===== config.mk =====
export PLATFORM = sky130hd
export DESIGN_NAME = dcpi_ctrl
export DESIGN_NICKNAME = d
export VERILOG_FILES = /design/src/rtl/core/dcpi_pkg.sv /design/src/rtl/core/dcpi_ctrl.sv
export SDC_FILE = /design/constraint.sdc
export NUM_CORES = 1
export LEC_CHECK = 0
export BUFFER_PORTS_ARGS = -buffer_cell sky130_fd_sc_hd__buf_4
export CAP_MARGIN = 20
export CORE_AREA = 2 2 39 41
export CTS_CLUSTER_DIAMETER = 50
export DETAILED_ROUTE_END_ITERATION = 16
export DIE_AREA = 0 0 41 43
export GPL_ROUTABILITY_DRIVEN = 1
export PLACE_DENSITY = 0.51
export RECOVER_POWER = 25
export SKIP_LAST_GASP = 1
export SLEW_MARGIN = 20
export SYNTH_ARGS = -nofsm -noshare
export SYNTH_HDL_FRONTEND = slang
export SYNTH_SLANG_ARGS = --single-unit

===== constraint.sdc =====
create_clock -name i_clk -period 2.8 [get_ports i_clk]
set_input_delay 0.42 -clock i_clk [delete_from_list [all_inputs] [get_ports i_clk]]
set_output_delay 0.42 -clock i_clk [all_outputs]
set_load 0.01 [all_outputs]

===== src/rtl/core/dcpi_pkg.sv =====
// dcpi_pkg: shared types, constants and helpers of the DC drive current loop.
// Used by dcpi_ctrl, dcpi_dp and dc_drive_current_pi_loop_unit.
// No dependencies.
package dcpi_pkg;

    localparam int ADC_BITS_DEF   = 12;
    localparam int HIST_DEPTH_DEF = 5;

    localparam int MUL_A_W = 33;
    localparam int MUL_B_W = 22;
    localparam int PROD_W  = MUL_A_W + MUL_B_W;
    localparam int ACC_W   = PROD_W + 1;

    // calibration: current gain in Q16, voltage gain in Q28 (ADC_BITS shift, then 16)
    localparam longint CUR_GAIN  = 260766;
    localparam longint CUR_BIAS  = 5753163 + 32768;
    localparam longint VOLT_GAIN = 697112199;
    localparam longint VOLT_BIAS = 32768 - 3082394;

    localparam int TRIP_LIMIT  = 5120;
    localparam int DUTY_LIMIT  = 23040;
    localparam int DRIVE_LIMIT = 5760;
    localparam int DUTY_HALF   = 12800;
    localparam longint PI_ROUND = 64'd1 << 27;

    // duty*period / 25600 = ((duty*period) >> 10) / 25
    localparam int CMP_SHIFT = 10;
    localparam int CMP_DIV   = 25;
    localparam int CMP_K     = 21;
    localparam int CMP_RECIP = (1 << CMP_K) / CMP_DIV;

    localparam logic signed [ACC_W-1:0] SAT_MAX = ACC_W'(32767);
    localparam logic signed [ACC_W-1:0] SAT_MIN = -ACC_W'(32768);

    typedef enum logic [2:0] {
        REG_PWM_PERIOD   = 3'd0,
        REG_DRIVE_MODE   = 3'd1,
        REG_CTRL_ENABLE  = 3'd2,
        REG_SETPOINT     = 3'd3,
        REG_SP_SCALE     = 3'd4,
        REG_PROP_GAIN    = 3'd5,
        REG_LAG_FACTOR   = 3'd6,
        REG_HOLD_GAIN    = 3'd7
    } t_reg;

    localparam logic [1:0] MODE_UNI_PLUS  = 2'd0;
    localparam logic [1:0] MODE_UNI_MINUS = 2'd1;

    typedef enum logic [3:0] {
        MUL_NONE, MUL_CUR, MUL_VOLT, MUL_SP, MUL_LAG, MUL_X, MUL_PE,
        MUL_HD, MUL_CMP, MUL_C25, MUL_CM, MUL_VM
    } t_mul;

    typedef enum logic [3:0] {
        ST_IDLE, ST_CUR, ST_VOLT, ST_SPV, ST_LAG, ST_X, ST_PE, ST_HD,
        ST_ACC, ST_DUTY, ST_CMP, ST_C25, ST_CFIX, ST_CMEAN, ST_VMEAN
    } t_state;

    typedef struct packed {
        t_mul mul_sel;
        logic load;
        logic cur_wr;
        logic volt_wr;
        logic spv_wr;
        logic hist_wr;
        logic e_wr;
        logic acc_init;
        logic acc_add;
        logic pi_wr;
        logic x_wr;
        logic cmp_wr;
        logic cmean_wr;
        logic out_wr;
    } t_cmd;

    typedef struct packed {
        logic out_free;
    } t_status;

    function automatic logic signed [15:0] sat16(input logic signed [ACC_W-1:0] x);
        logic signed [15:0] r;
        if (x > SAT_MAX) begin
            r = 16'sh7fff;
        end else if (x < SAT_MIN) begin
            r = 16'sh8000;
        end else begin
            r = x[15:0];
        end
        return r;
    endfunction

endpackage


===== src/rtl/core/dcpi_ctrl.sv =====
// dcpi_ctrl: sequencer of the current loop, at most one step of the shared
// multiplier per state. Depends on dcpi_pkg.
module dcpi_ctrl (
    input  logic             i_clk,
    input  logic             i_rst_n,
    input  logic             i_in_valid,
    output logic             o_in_ready,
    input  dcpi_pkg::t_status i_status,
    output dcpi_pkg::t_cmd   o_cmd
);

    dcpi_pkg::t_state r_state, n_state;

    always_ff @(posedge i_clk) begin
        if (!i_rst_n) begin
            r_state <= dcpi_pkg::ST_IDLE;
        end else begin
            r_state <= n_state;
        end
    end

    assign o_in_ready = (r_state == dcpi_pkg::ST_IDLE);

    always_comb begin
        n_state = r_state;
        o_cmd   = '0;
        o_cmd.mul_sel = dcpi_pkg::MUL_NONE;
        case (r_state)
            dcpi_pkg::ST_IDLE: begin
                if (i_in_valid) begin
                    o_cmd.load = 1'b1;
                    n_state = dcpi_pkg::ST_CUR;
                end
            end
            dcpi_pkg::ST_CUR: begin
                o_cmd.mul_sel = dcpi_pkg::MUL_CUR;
                n_state = dcpi_pkg::ST_VOLT;
            end
            dcpi_pkg::ST_VOLT: begin
                o_cmd.mul_sel = dcpi_pkg::MUL_VOLT;
                o_cmd.cur_wr  = 1'b1;
                n_state = dcpi_pkg::ST_SPV;
            end
            dcpi_pkg::ST_SPV: begin
                o_cmd.mul_sel = dcpi_pkg::MUL_SP;
                o_cmd.volt_wr = 1'b1;
                n_state = dcpi_pkg::ST_LAG;
            end
            dcpi_pkg::ST_LAG: begin
                o_cmd.mul_sel = dcpi_pkg::MUL_LAG;
                o_cmd.spv_wr  = 1'b1;
                o_cmd.hist_wr = 1'b1;
                n_state = dcpi_pkg::ST_X;
            end
            dcpi_pkg::ST_X: begin
                o_cmd.mul_sel = dcpi_pkg::MUL_X;
                o_cmd.e_wr    = 1'b1;
                n_state = dcpi_pkg::ST_PE;
            end
            dcpi_pkg::ST_PE: begin
                o_cmd.mul_sel  = dcpi_pkg::MUL_PE;
                o_cmd.acc_init = 1'b1;
                n_state = dcpi_pkg::ST_HD;
            end
            dcpi_pkg::ST_HD: begin
                o_cmd.mul_sel = dcpi_pkg::MUL_HD;
                o_cmd.acc_add = 1'b1;
                n_state = dcpi_pkg::ST_ACC;
            end
            dcpi_pkg::ST_ACC: begin
                o_cmd.acc_add = 1'b1;
                n_state = dcpi_pkg::ST_DUTY;
            end
            dcpi_pkg::ST_DUTY: begin
                o_cmd.pi_wr = 1'b1;
                n_state = dcpi_pkg::ST_CMP;
            end
            dcpi_pkg::ST_CMP: begin
                o_cmd.mul_sel = dcpi_pkg::MUL_CMP;
                n_state = dcpi_pkg::ST_C25;
            end
            dcpi_pkg::ST_C25: begin
                o_cmd.mul_sel = dcpi_pkg::MUL_C25;
                o_cmd.x_wr    = 1'b1;
                n_state = dcpi_pkg::ST_CFIX;
            end
            dcpi_pkg::ST_CFIX: begin
                o_cmd.mul_sel = dcpi_pkg::MUL_CM;
                o_cmd.cmp_wr  = 1'b1;
                n_state = dcpi_pkg::ST_CMEAN;
            end
            dcpi_pkg::ST_CMEAN: begin
                o_cmd.mul_sel  = dcpi_pkg::MUL_VM;
                o_cmd.cmean_wr = 1'b1;
                n_state = dcpi_pkg::ST_VMEAN;
            end
            dcpi_pkg::ST_VMEAN: begin
                // hold here until the output register frees up
                if (i_status.out_free) begin
                    o_cmd.out_wr = 1'b1;
                    n_state = dcpi_pkg::ST_IDLE;
                end
            end
            default: begin
                n_state = dcpi_pkg::ST_IDLE;
            end
        endcase
    end

endmodule


; Word-level counts from Yosys, hierarchy flattened
; Index checks and enable logic that the tools add are counted.
[op_classes]
addsub = 0
multipliers = 0
n_div = 0
n_lt_le_gt_ge = 0
eq_ne = 16
shifts = 0
muxes = 18
bitwise_logic = 0
n_reduce_logical = 3
[op_table]
columns = cell, count
row1 = $pmux W4 S15, 1
row2 = $pmux W4 S11, 1
row3 = $eq A4 B4 Y1 const B, 7
row4 = $eq A4 B3 Y1 const B, 4
row5 = $mux W1, 13
row6 = $eq A4 B2 Y1 const B, 2
row7 = $mux W4, 2
row8 = $eq A4 B1 Y1 const B, 1
row9 = $logic_not A4 Y1, 1
row10 = $ne A2 B2 Y1 const B, 2
row11 = $mux W2, 1
row12 = $reduce_and A2 Y1, 1
row13 = $reduce_or A2 Y1, 1
[word_totals]
regBits = 4
latchBits = 0
ramBits = 0
rom_bits = 0
inputBits = 4
output_inout_bits = 18
elab_cells = 38
memories = 0

; Depth between registers and ports, before layout
; Gate-level depths: netlist of the first run.
[depth]
word_depth = 3
depth_mapped = 4
depth_no_buf = 3

; Least setup slack after synthesis of the first run
; No wires, ideal clock.
[synth_path]
kind = reg2out
from = register r_state[1]
to = output o_cmd[12] in the netlist's numbering
t_arrival_ns = 1.202
t_required_ns = 2.380
slack_ns = 1.178
stages_incl_launch_ff = 5
path_buffers = 1
cell_sequence = dfxtp_1 -> buf_6 -> or2_1 -> nor3_1 -> and2_1
[synth_rtl]
columns = item, line
row1 = from (decl), dcpi_ctrl.sv:12  ; dcpi_pkg::t_state r_state, n_state;
row2 = from (signal assigned), dcpi_ctrl.sv:16  ; r_state <= dcpi_pkg::ST_IDLE;
row3 = from (signal assigned), dcpi_ctrl.sv:18  ; r_state <= n_state;
row4 = to (decl), dcpi_ctrl.sv:9  ; output dcpi_pkg::t_cmd o_cmd

==> results by group, run 1 <==
Drt
  • Drt pass-1 iters: 4
  • ANT nets after route: 0
  • Routed WL per cell: between 10 and 15 µm
  • Via/cell ratio: 5.05
  • DRC: 0
  • Detailed Route WL: 950 µm
  • Via count: roughly 430
  • Iter 0 DRT Violations: 6

GRT
  • Initial antenna violation count: 0
  • Number of global-route vias before repair: between 300 and 400
  • Global-route wire length before repair: 1450 µm
  • Largest net degree at the start of global routing: 16
  • Gr ovfl total: 0
  • GRT Overall Usage: 0.122

STA
  • Worst-margin pin slew: approximately 0.44 ns
  • Clk_skew: 0.00991 ns
  • Min Tclk post-route: approximately 1.9 ns
  • Max Slew Vio Count: 0
  • RSZ-0062 raised after global routing: false
  • Fin crit share: 0.662
  • Max_slew headroom: 0.706
  • Hold Fails Final Rpt: 0
  • Setup TNS: 0 ns
  • Final worst slack: 0.946 ns
  • Final setup fails: 0
  • Achievable clock frequency: ~0.54 GHz

Synth
  • Synthesized area: ~350 µm²
  • Cells after Synth: 49
  • Synth Register Bits: 4
  • Synth warn: 0
  • Synth area leader: dfxtp_1
  • Library cells used by synthesis: 26
  • Synth top cells by count: nor2_1, dfxtp_1, inv_1, nand2_1
  • Dominant cells by area after synthesis: dfxtp_1, nor2_1, nand2b_1
  • Post-synth EDFFs: 0
  • Count leader, synth: nor2_1
  • Top cell type's share of synthesized area: 0.232
  • Synth Flop Type: dfxtp_1
  • Syn Area/Cell: around 7.0 µm²
  • Seq/Total Area, Yosys: 0.232
  • Ys async rst share: 0
  • Syn_nets: 53

Place
  • # port buffers: 21
  • GP Congestion: 0.777
  • Place WS: 1.21 ns
  • Final HPWL DP: slightly above 700 µm

Worst setup path
  • CP Class: reg -> out
  • Req. time, crit path: approximately 2.4 ns
  • Max Fanout on Critical Path: 10
  • Worst setup EP type: primary output
  • Startpoint types: register
  • WP data arrival: about 1.4 ns

Layout
  • ANT cells: 0
  • Multi-input gate area: 220 µm²
  • Reg with most FFs: r_state
  • Nets: 75
  • Share of layout cells above drive strength 1: 0.348
  • Sequential cell area: around 80 µm²
  • FILL cells: between 150 and 200
  • Max reg flops: 4
  • Area delta synth->final: 48.2%
  • Top flop regs: r_state x4

Run status
  • Outcome: finished, final reports clean

Clocking
  • Setup Fix Bufs, Post-CTS: 0
  • Clock-pin slew on the worst setup and hold paths: 0.05 ns
  • TritonCTS Buffers: 3
  • Clock buffer depth: 2
  • Count of cells resized by post-cts repair: 0
  • Hold_buf cts: 0
  • CTS tree: done
  • Root Buffer: clkbuf_4
  • Htree depth: 1
  • CTS sink count: 4
  • Clk_lat worst skew: 0.25 ns

Run
  • Max-Cap Viols: 0

Die
  • Die area: about 1800 µm²
  • Die X: between 40 and 50 µm
  • Vert. Die Dim: approximately 43 µm
  • Site Rows: 14
  • Starting Density: 0.250
  • Core Region: 1380 µm²
  • # IOs: 22

Power and ir drop
  • Power per cell area: between 500 and 600 nW/µm²
  • Max IR drop VDD: approximately 0.00017 V
  • Static Leak: 0.247 nW

Worst hold path
  • Hold Crit Class: in -> reg
-- worst max-delay path, stage by stage, from the launching register on --
cell and delay (ns):
dfxtp_1 0.40, or2_1 0.32, nor3_1 0.20, and2_1 0.15, buf_4 0.11
-- report_power, final --
group	switching, mW	internal, mW	leakage (nW)
sequential	0.0259	0.0668	0.0329
combinational	0.0630	0.0660	0.200
clock	0.0295	0.0483	0.0138
-- cell type report --
class / instances / share of cell area
Multi-Input combinational cell: 37 / 0.430
Timing Repair Buffer: 21 / 0.301
Sequential cell: 4 / 0.156
Clock buffer: 3 / 0.0440
Tap cell: 16 / 0.0391
Inverter: 4 / 0.0293
-- metrics by stage --
step / cells / instance area (µm²) / hold WS [ns] / utilization / power [mW]
after floorplan: 49 / 345 / 0.567 / - / 0.175
after global placement: 82 / 497 / 0.644 / 0.359 / 0.229
after detailed placement: 82 / 497 / 0.645 / 0.359 / 0.226
after CTS: 85 / 519 / 0.442 / 0.375 / 0.305
after global routing: 85 / 512 / 0.445 / 0.370 / 0.323
final: 85 / 512 / 0.447 / 0.370 / 0.299
-- metal layers --
metal | part of all wire | global-route usage | up-vias
met2 | 0.45 | 0.159 | 21
met3 | 0.078 | 0.0314 | 2
met1 | 0.45 | 0.160 | 195
met5 | 0 | 0 | -
met4 | 0.024 | 0.100 | 0
li1 | - | - | 211
-- final timing paths --
| kind | start | endpoint | slack [ns] | cells after the start |
|---|---|---|---|---|
| worst min-delay path | i_rst_n | r_state[2]$_SDFFE_PN0P_ | 0.45 | 2 |
| worst max register to register | r_state[3]$_SDFFE_PN0P_ | r_state[1]$_SDFFE_PN0P_ | 1.38 | 3 |
| worst max-delay path | r_state[1]$_SDFFE_PN0P_ | o_cmd[12] | 0.95 | 4 |
| worst min register to register | r_state[0]$_SDFFE_PN0P_ | r_state[1]$_SDFFE_PN0P_ | 0.65 | 2 |
-- cells in the final DEF (no fill, tap or decap), drive strengths merged --
| cell | Yosys | final |
|---|---|---|
| buf | 3 | 20 |
| nor2 | 8 | 8 |
| nand2 | 4 | 4 |
| inv | 4 | 4 |
| dfxtp | 4 | 4 |
| clkbuf | 1 | 4 |
| nand2b | 3 | 3 |
| nor3 | 3 | 3 |
| and2 | 2 | 2 |
| nand3 | 2 | 2 |
| a21oi | 2 | 2 |
| or2 | 1 | 1 |
| xor2 | 1 | 1 |
| mux2i | 1 | 1 |
| o21a | 1 | 1 |
| o22ai | 1 | 1 |
| o221a | 1 | 1 |
| or4 | 1 | 1 |
| nand4b | 1 | 1 |
| a21o | 1 | 1 |
| a2bb2oi | 1 | 1 |
| o41ai | 1 | 1 |
| a31oi | 1 | 1 |
| o2111a | 1 | 1 |
-- cell families after synthesis --
| kind of cell | after synthesis | share of synthesized area |
|---|---|---|
| buffers and inverters | 8 | 0.120 |
| AOI/OAI and AO/OA | 10 | 0.225 |
| xor gates and xnor gates | 1 | 0.0254 |
| muxes | 1 | 0.0290 |
| and+or+nand+nor | 25 | 0.370 |
| DFF | 4 | 0.232 |
(Power assumes the default switching activity.)
==> inputs of run 2 (changes only) <==
Clock period 2.8 ns to 1.8 ns, I/O delays scaled along.
==> results by group, run 2 (synthesis results as in run 1) <==
Worst hold path
  • Hold Crit Class: in -> reg (unchanged)
  • Hold Crit Depth: 2 (unchanged)

STA
  • Hold Fails Final Rpt: 0 (unchanged)
  • RSZ-0062 raised after global routing: false (unchanged)
  • Max Slew Vio Count: 0 (unchanged)
  • Worst-margin pin slew: 0.429 ns (was 0.441 ns)
  • Setup TNS: 0 ns (unchanged)
  • Achievable clock frequency: a little over 0.6 GHz
  • Final setup fails: 0 (unchanged)
  • Clk_skew: 0.00446 ns (was 0.00991 ns)
  • Fin crit share: 0.921
  • Max_slew headroom: 0.714 (was 0.706)
  • Min Tclk post-route: approximately 1.7 ns

Drt
  • Detailed Route WL: 886 µm (was 950 µm)
  • ANT nets after route: 0 (unchanged)
  • Drt pass-1 iters: 4 (unchanged)
  • Routed WL per cell: 10.4 µm (was 11.2 µm)
  • Via count: 417 (was 429)
  • Via/cell ratio: 4.91 (was 5.05)
  • DRC: 0 (unchanged)
  • Iter 0 DRT Violations: 6 (unchanged)

Place
  • Final HPWL DP: 705 µm (was 714 µm)
  • # port buffers: 21 (unchanged)
  • GP Congestion: 0.779 (was 0.777)

Layout
  • Commonest cells after routing, fill and taps aside: buf_4, nor2_1, nand2_1, inv_1, dfxtp_1 (unchanged)
  • Sequential cell area: 80.1 µm² (unchanged)
  • Share of layout cells above drive strength 1: 0.348 (unchanged)
  • Most common cell after layout, fill and taps aside: buf_4 (unchanged)
  • Nets: 75 (unchanged)
  • Multi-input gate area: 220 µm² (unchanged)
  • ANT cells: 0 (unchanged)
  • Area delta synth->final: 48.2% (unchanged)
  • Top flop regs: r_state x4 (unchanged)
  • Max reg flops: 4 (unchanged)
  • FILL cells: 160 (was 155)
  • Reg with most FFs: r_state (unchanged)

Worst setup path
  • Levels on crit path: 4 (unchanged)
  • WP data arrival: 1.39 ns (was 1.43 ns)
  • Worst setup EP type: primary output (unchanged)
  • CP Class: reg -> out (unchanged)
  • Crit-path cells: or2_1 > nor3_1 > and2_1 > buf_4 (unchanged)
  • R2r endpoint: r_state[1]$_SDFFE_PN0P_ (unchanged)
  • Max Fanout on Critical Path: 10 (unchanged)
  • R2R depth: 3 (unchanged)
  • R2r setup slk: 0.37 ns (was 1.38 ns)
  • CP max-delay cell: dfxtp_1 (unchanged)
  • R2r startpoint: r_state[3]$_SDFFE_PN0P_ (unchanged)
  • Req. time, crit path: 1.53 ns (was 2.38 ns)
  • Crit path buffers/inverters: 1 (unchanged)
  • Startpoint types: register (unchanged)
  • Critical Path End: o_cmd[12] (unchanged)
  • Slowest cell delay on critical path: 0.39 ns (was 0.40 ns)
  • CP startpoint: r_state[1]$_SDFFE_PN0P_ (unchanged)
  • Cell family with most CP delay: simple AND/OR/NAND/NOR gates (unchanged)

GRT
  • GRT Overall Usage: 0.118 (was 0.122)
  • Number of global-route vias before repair: 331 (was 344)
  • Initial antenna violation count: 0 (unchanged)
  • Global-route wire length before repair: 1410 µm (was 1450 µm)
  • Largest net degree at the start of global routing: 16 (unchanged)
  • Gr ovfl total: 0 (unchanged)

Clocking
  • Clk_lat worst skew: 0.23 ns (was 0.25 ns)
  • Count of cells resized by post-cts repair: 0 (unchanged)
  • Setup Fix Bufs, Post-CTS: 0 (unchanged)
  • Clock buffer depth: 2 (unchanged)
  • TritonCTS Buffers: 3 (unchanged)
  • Hold_buf cts: 0 (unchanged)
  • Clock-pin slew on the worst setup and hold paths: 0.04 ns (was 0.05 ns)
  • CTS sink count: 4 (unchanged)
  • Root Buffer: clkbuf_4 (unchanged)
  • CTS tree: done (unchanged)
  • Htree depth: 1 (unchanged)

Power and ir drop
  • Static Leak: 0.247 nW (unchanged)
  • Max IR drop VDD: 0.000456 V (was 0.000175 V)
  • Post-layout power: 447 µW (was 299 µW)
  • Power per cell area: 874 nW/µm² (was 585 nW/µm²)

Die
  • Vert. Die Dim: 43 µm (unchanged)
  • Die X: 41 µm (unchanged)
  • Die area: 1760 µm² (unchanged)
  • Core Region: 1380 µm² (unchanged)
  • Site Rows: 14 (unchanged)
  • # IOs: 22 (unchanged)
  • Starting Density: 0.250 (unchanged)

Run status
  • Outcome: finished, final reports clean (unchanged)

Run
  • Max-Cap Viols: 0 (unchanged)
-- run 2: cell counts in the layout (fill, tap and decap cells not counted) --
Identical to the previous run, type by type.
-- run 2: area by class of cell --
type,count,share of cell area
multi-input cells,37,0.430
repair buffers,21,0.301
flip-flops and latches,4,0.156
clock buffers,3,0.0440
well taps,16,0.0391
inverters,4,0.0293
-- run 2: per-stage QoR --
step           area, µm²  cells  setup slack [ns]  hold WS (ns)  utilization
2_1_floorplan        345     49             0.328         0.417            -
3_3_place_gp         497     82             0.349         0.565        0.359
3_5_place_dp         497     82             0.377         0.561        0.359
4_1_cts              519     85             0.127         0.315        0.375
5_1_grt              512     85            0.0389         0.317        0.370
6_report             512     85             0.143         0.325        0.370
-- run 2: report_power, final --
group / total (mW) / leakage (nW) / switching (mW) / internal [mW]
combinational: 0.198 / 0.200 / 0.0958 / 0.103
sequential: 0.143 / 0.0329 / 0.0389 / 0.104
clock: 0.106 / 0.0138 / 0.0316 / 0.0742
total: 0.447 / 0.247 / 0.166 / 0.281
-- run 2: metal layers --
layer | GRT usage | routed length, µm | up-vias
li1 | - | - | 217
met1 | 0.163 | 408 | 178
met2 | 0.144 | 382 | 22
met3 | 0.0628 | 95 | 0
met4 | 0.0600 | 0 | 0
met5 | 0 | 0 | -
-- run 2: worst min path at each step --
stage	slack (ns)	startpoint	endpoint
after global routing	0.32	i_rst_n	r_state[3]$_SDFFE_PN0P_
final	0.32	i_rst_n	r_state[2]$_SDFFE_PN0P_
after global placement	0.56	i_rst_n	r_state[2]$_SDFFE_PN0P_
after floorplan	0.42	i_rst_n	r_state[2]$_SDFFE_PN0P_
after detailed placement	0.56	i_rst_n	r_state[2]$_SDFFE_PN0P_
after CTS	0.32	i_rst_n	r_state[2]$_SDFFE_PN0P_
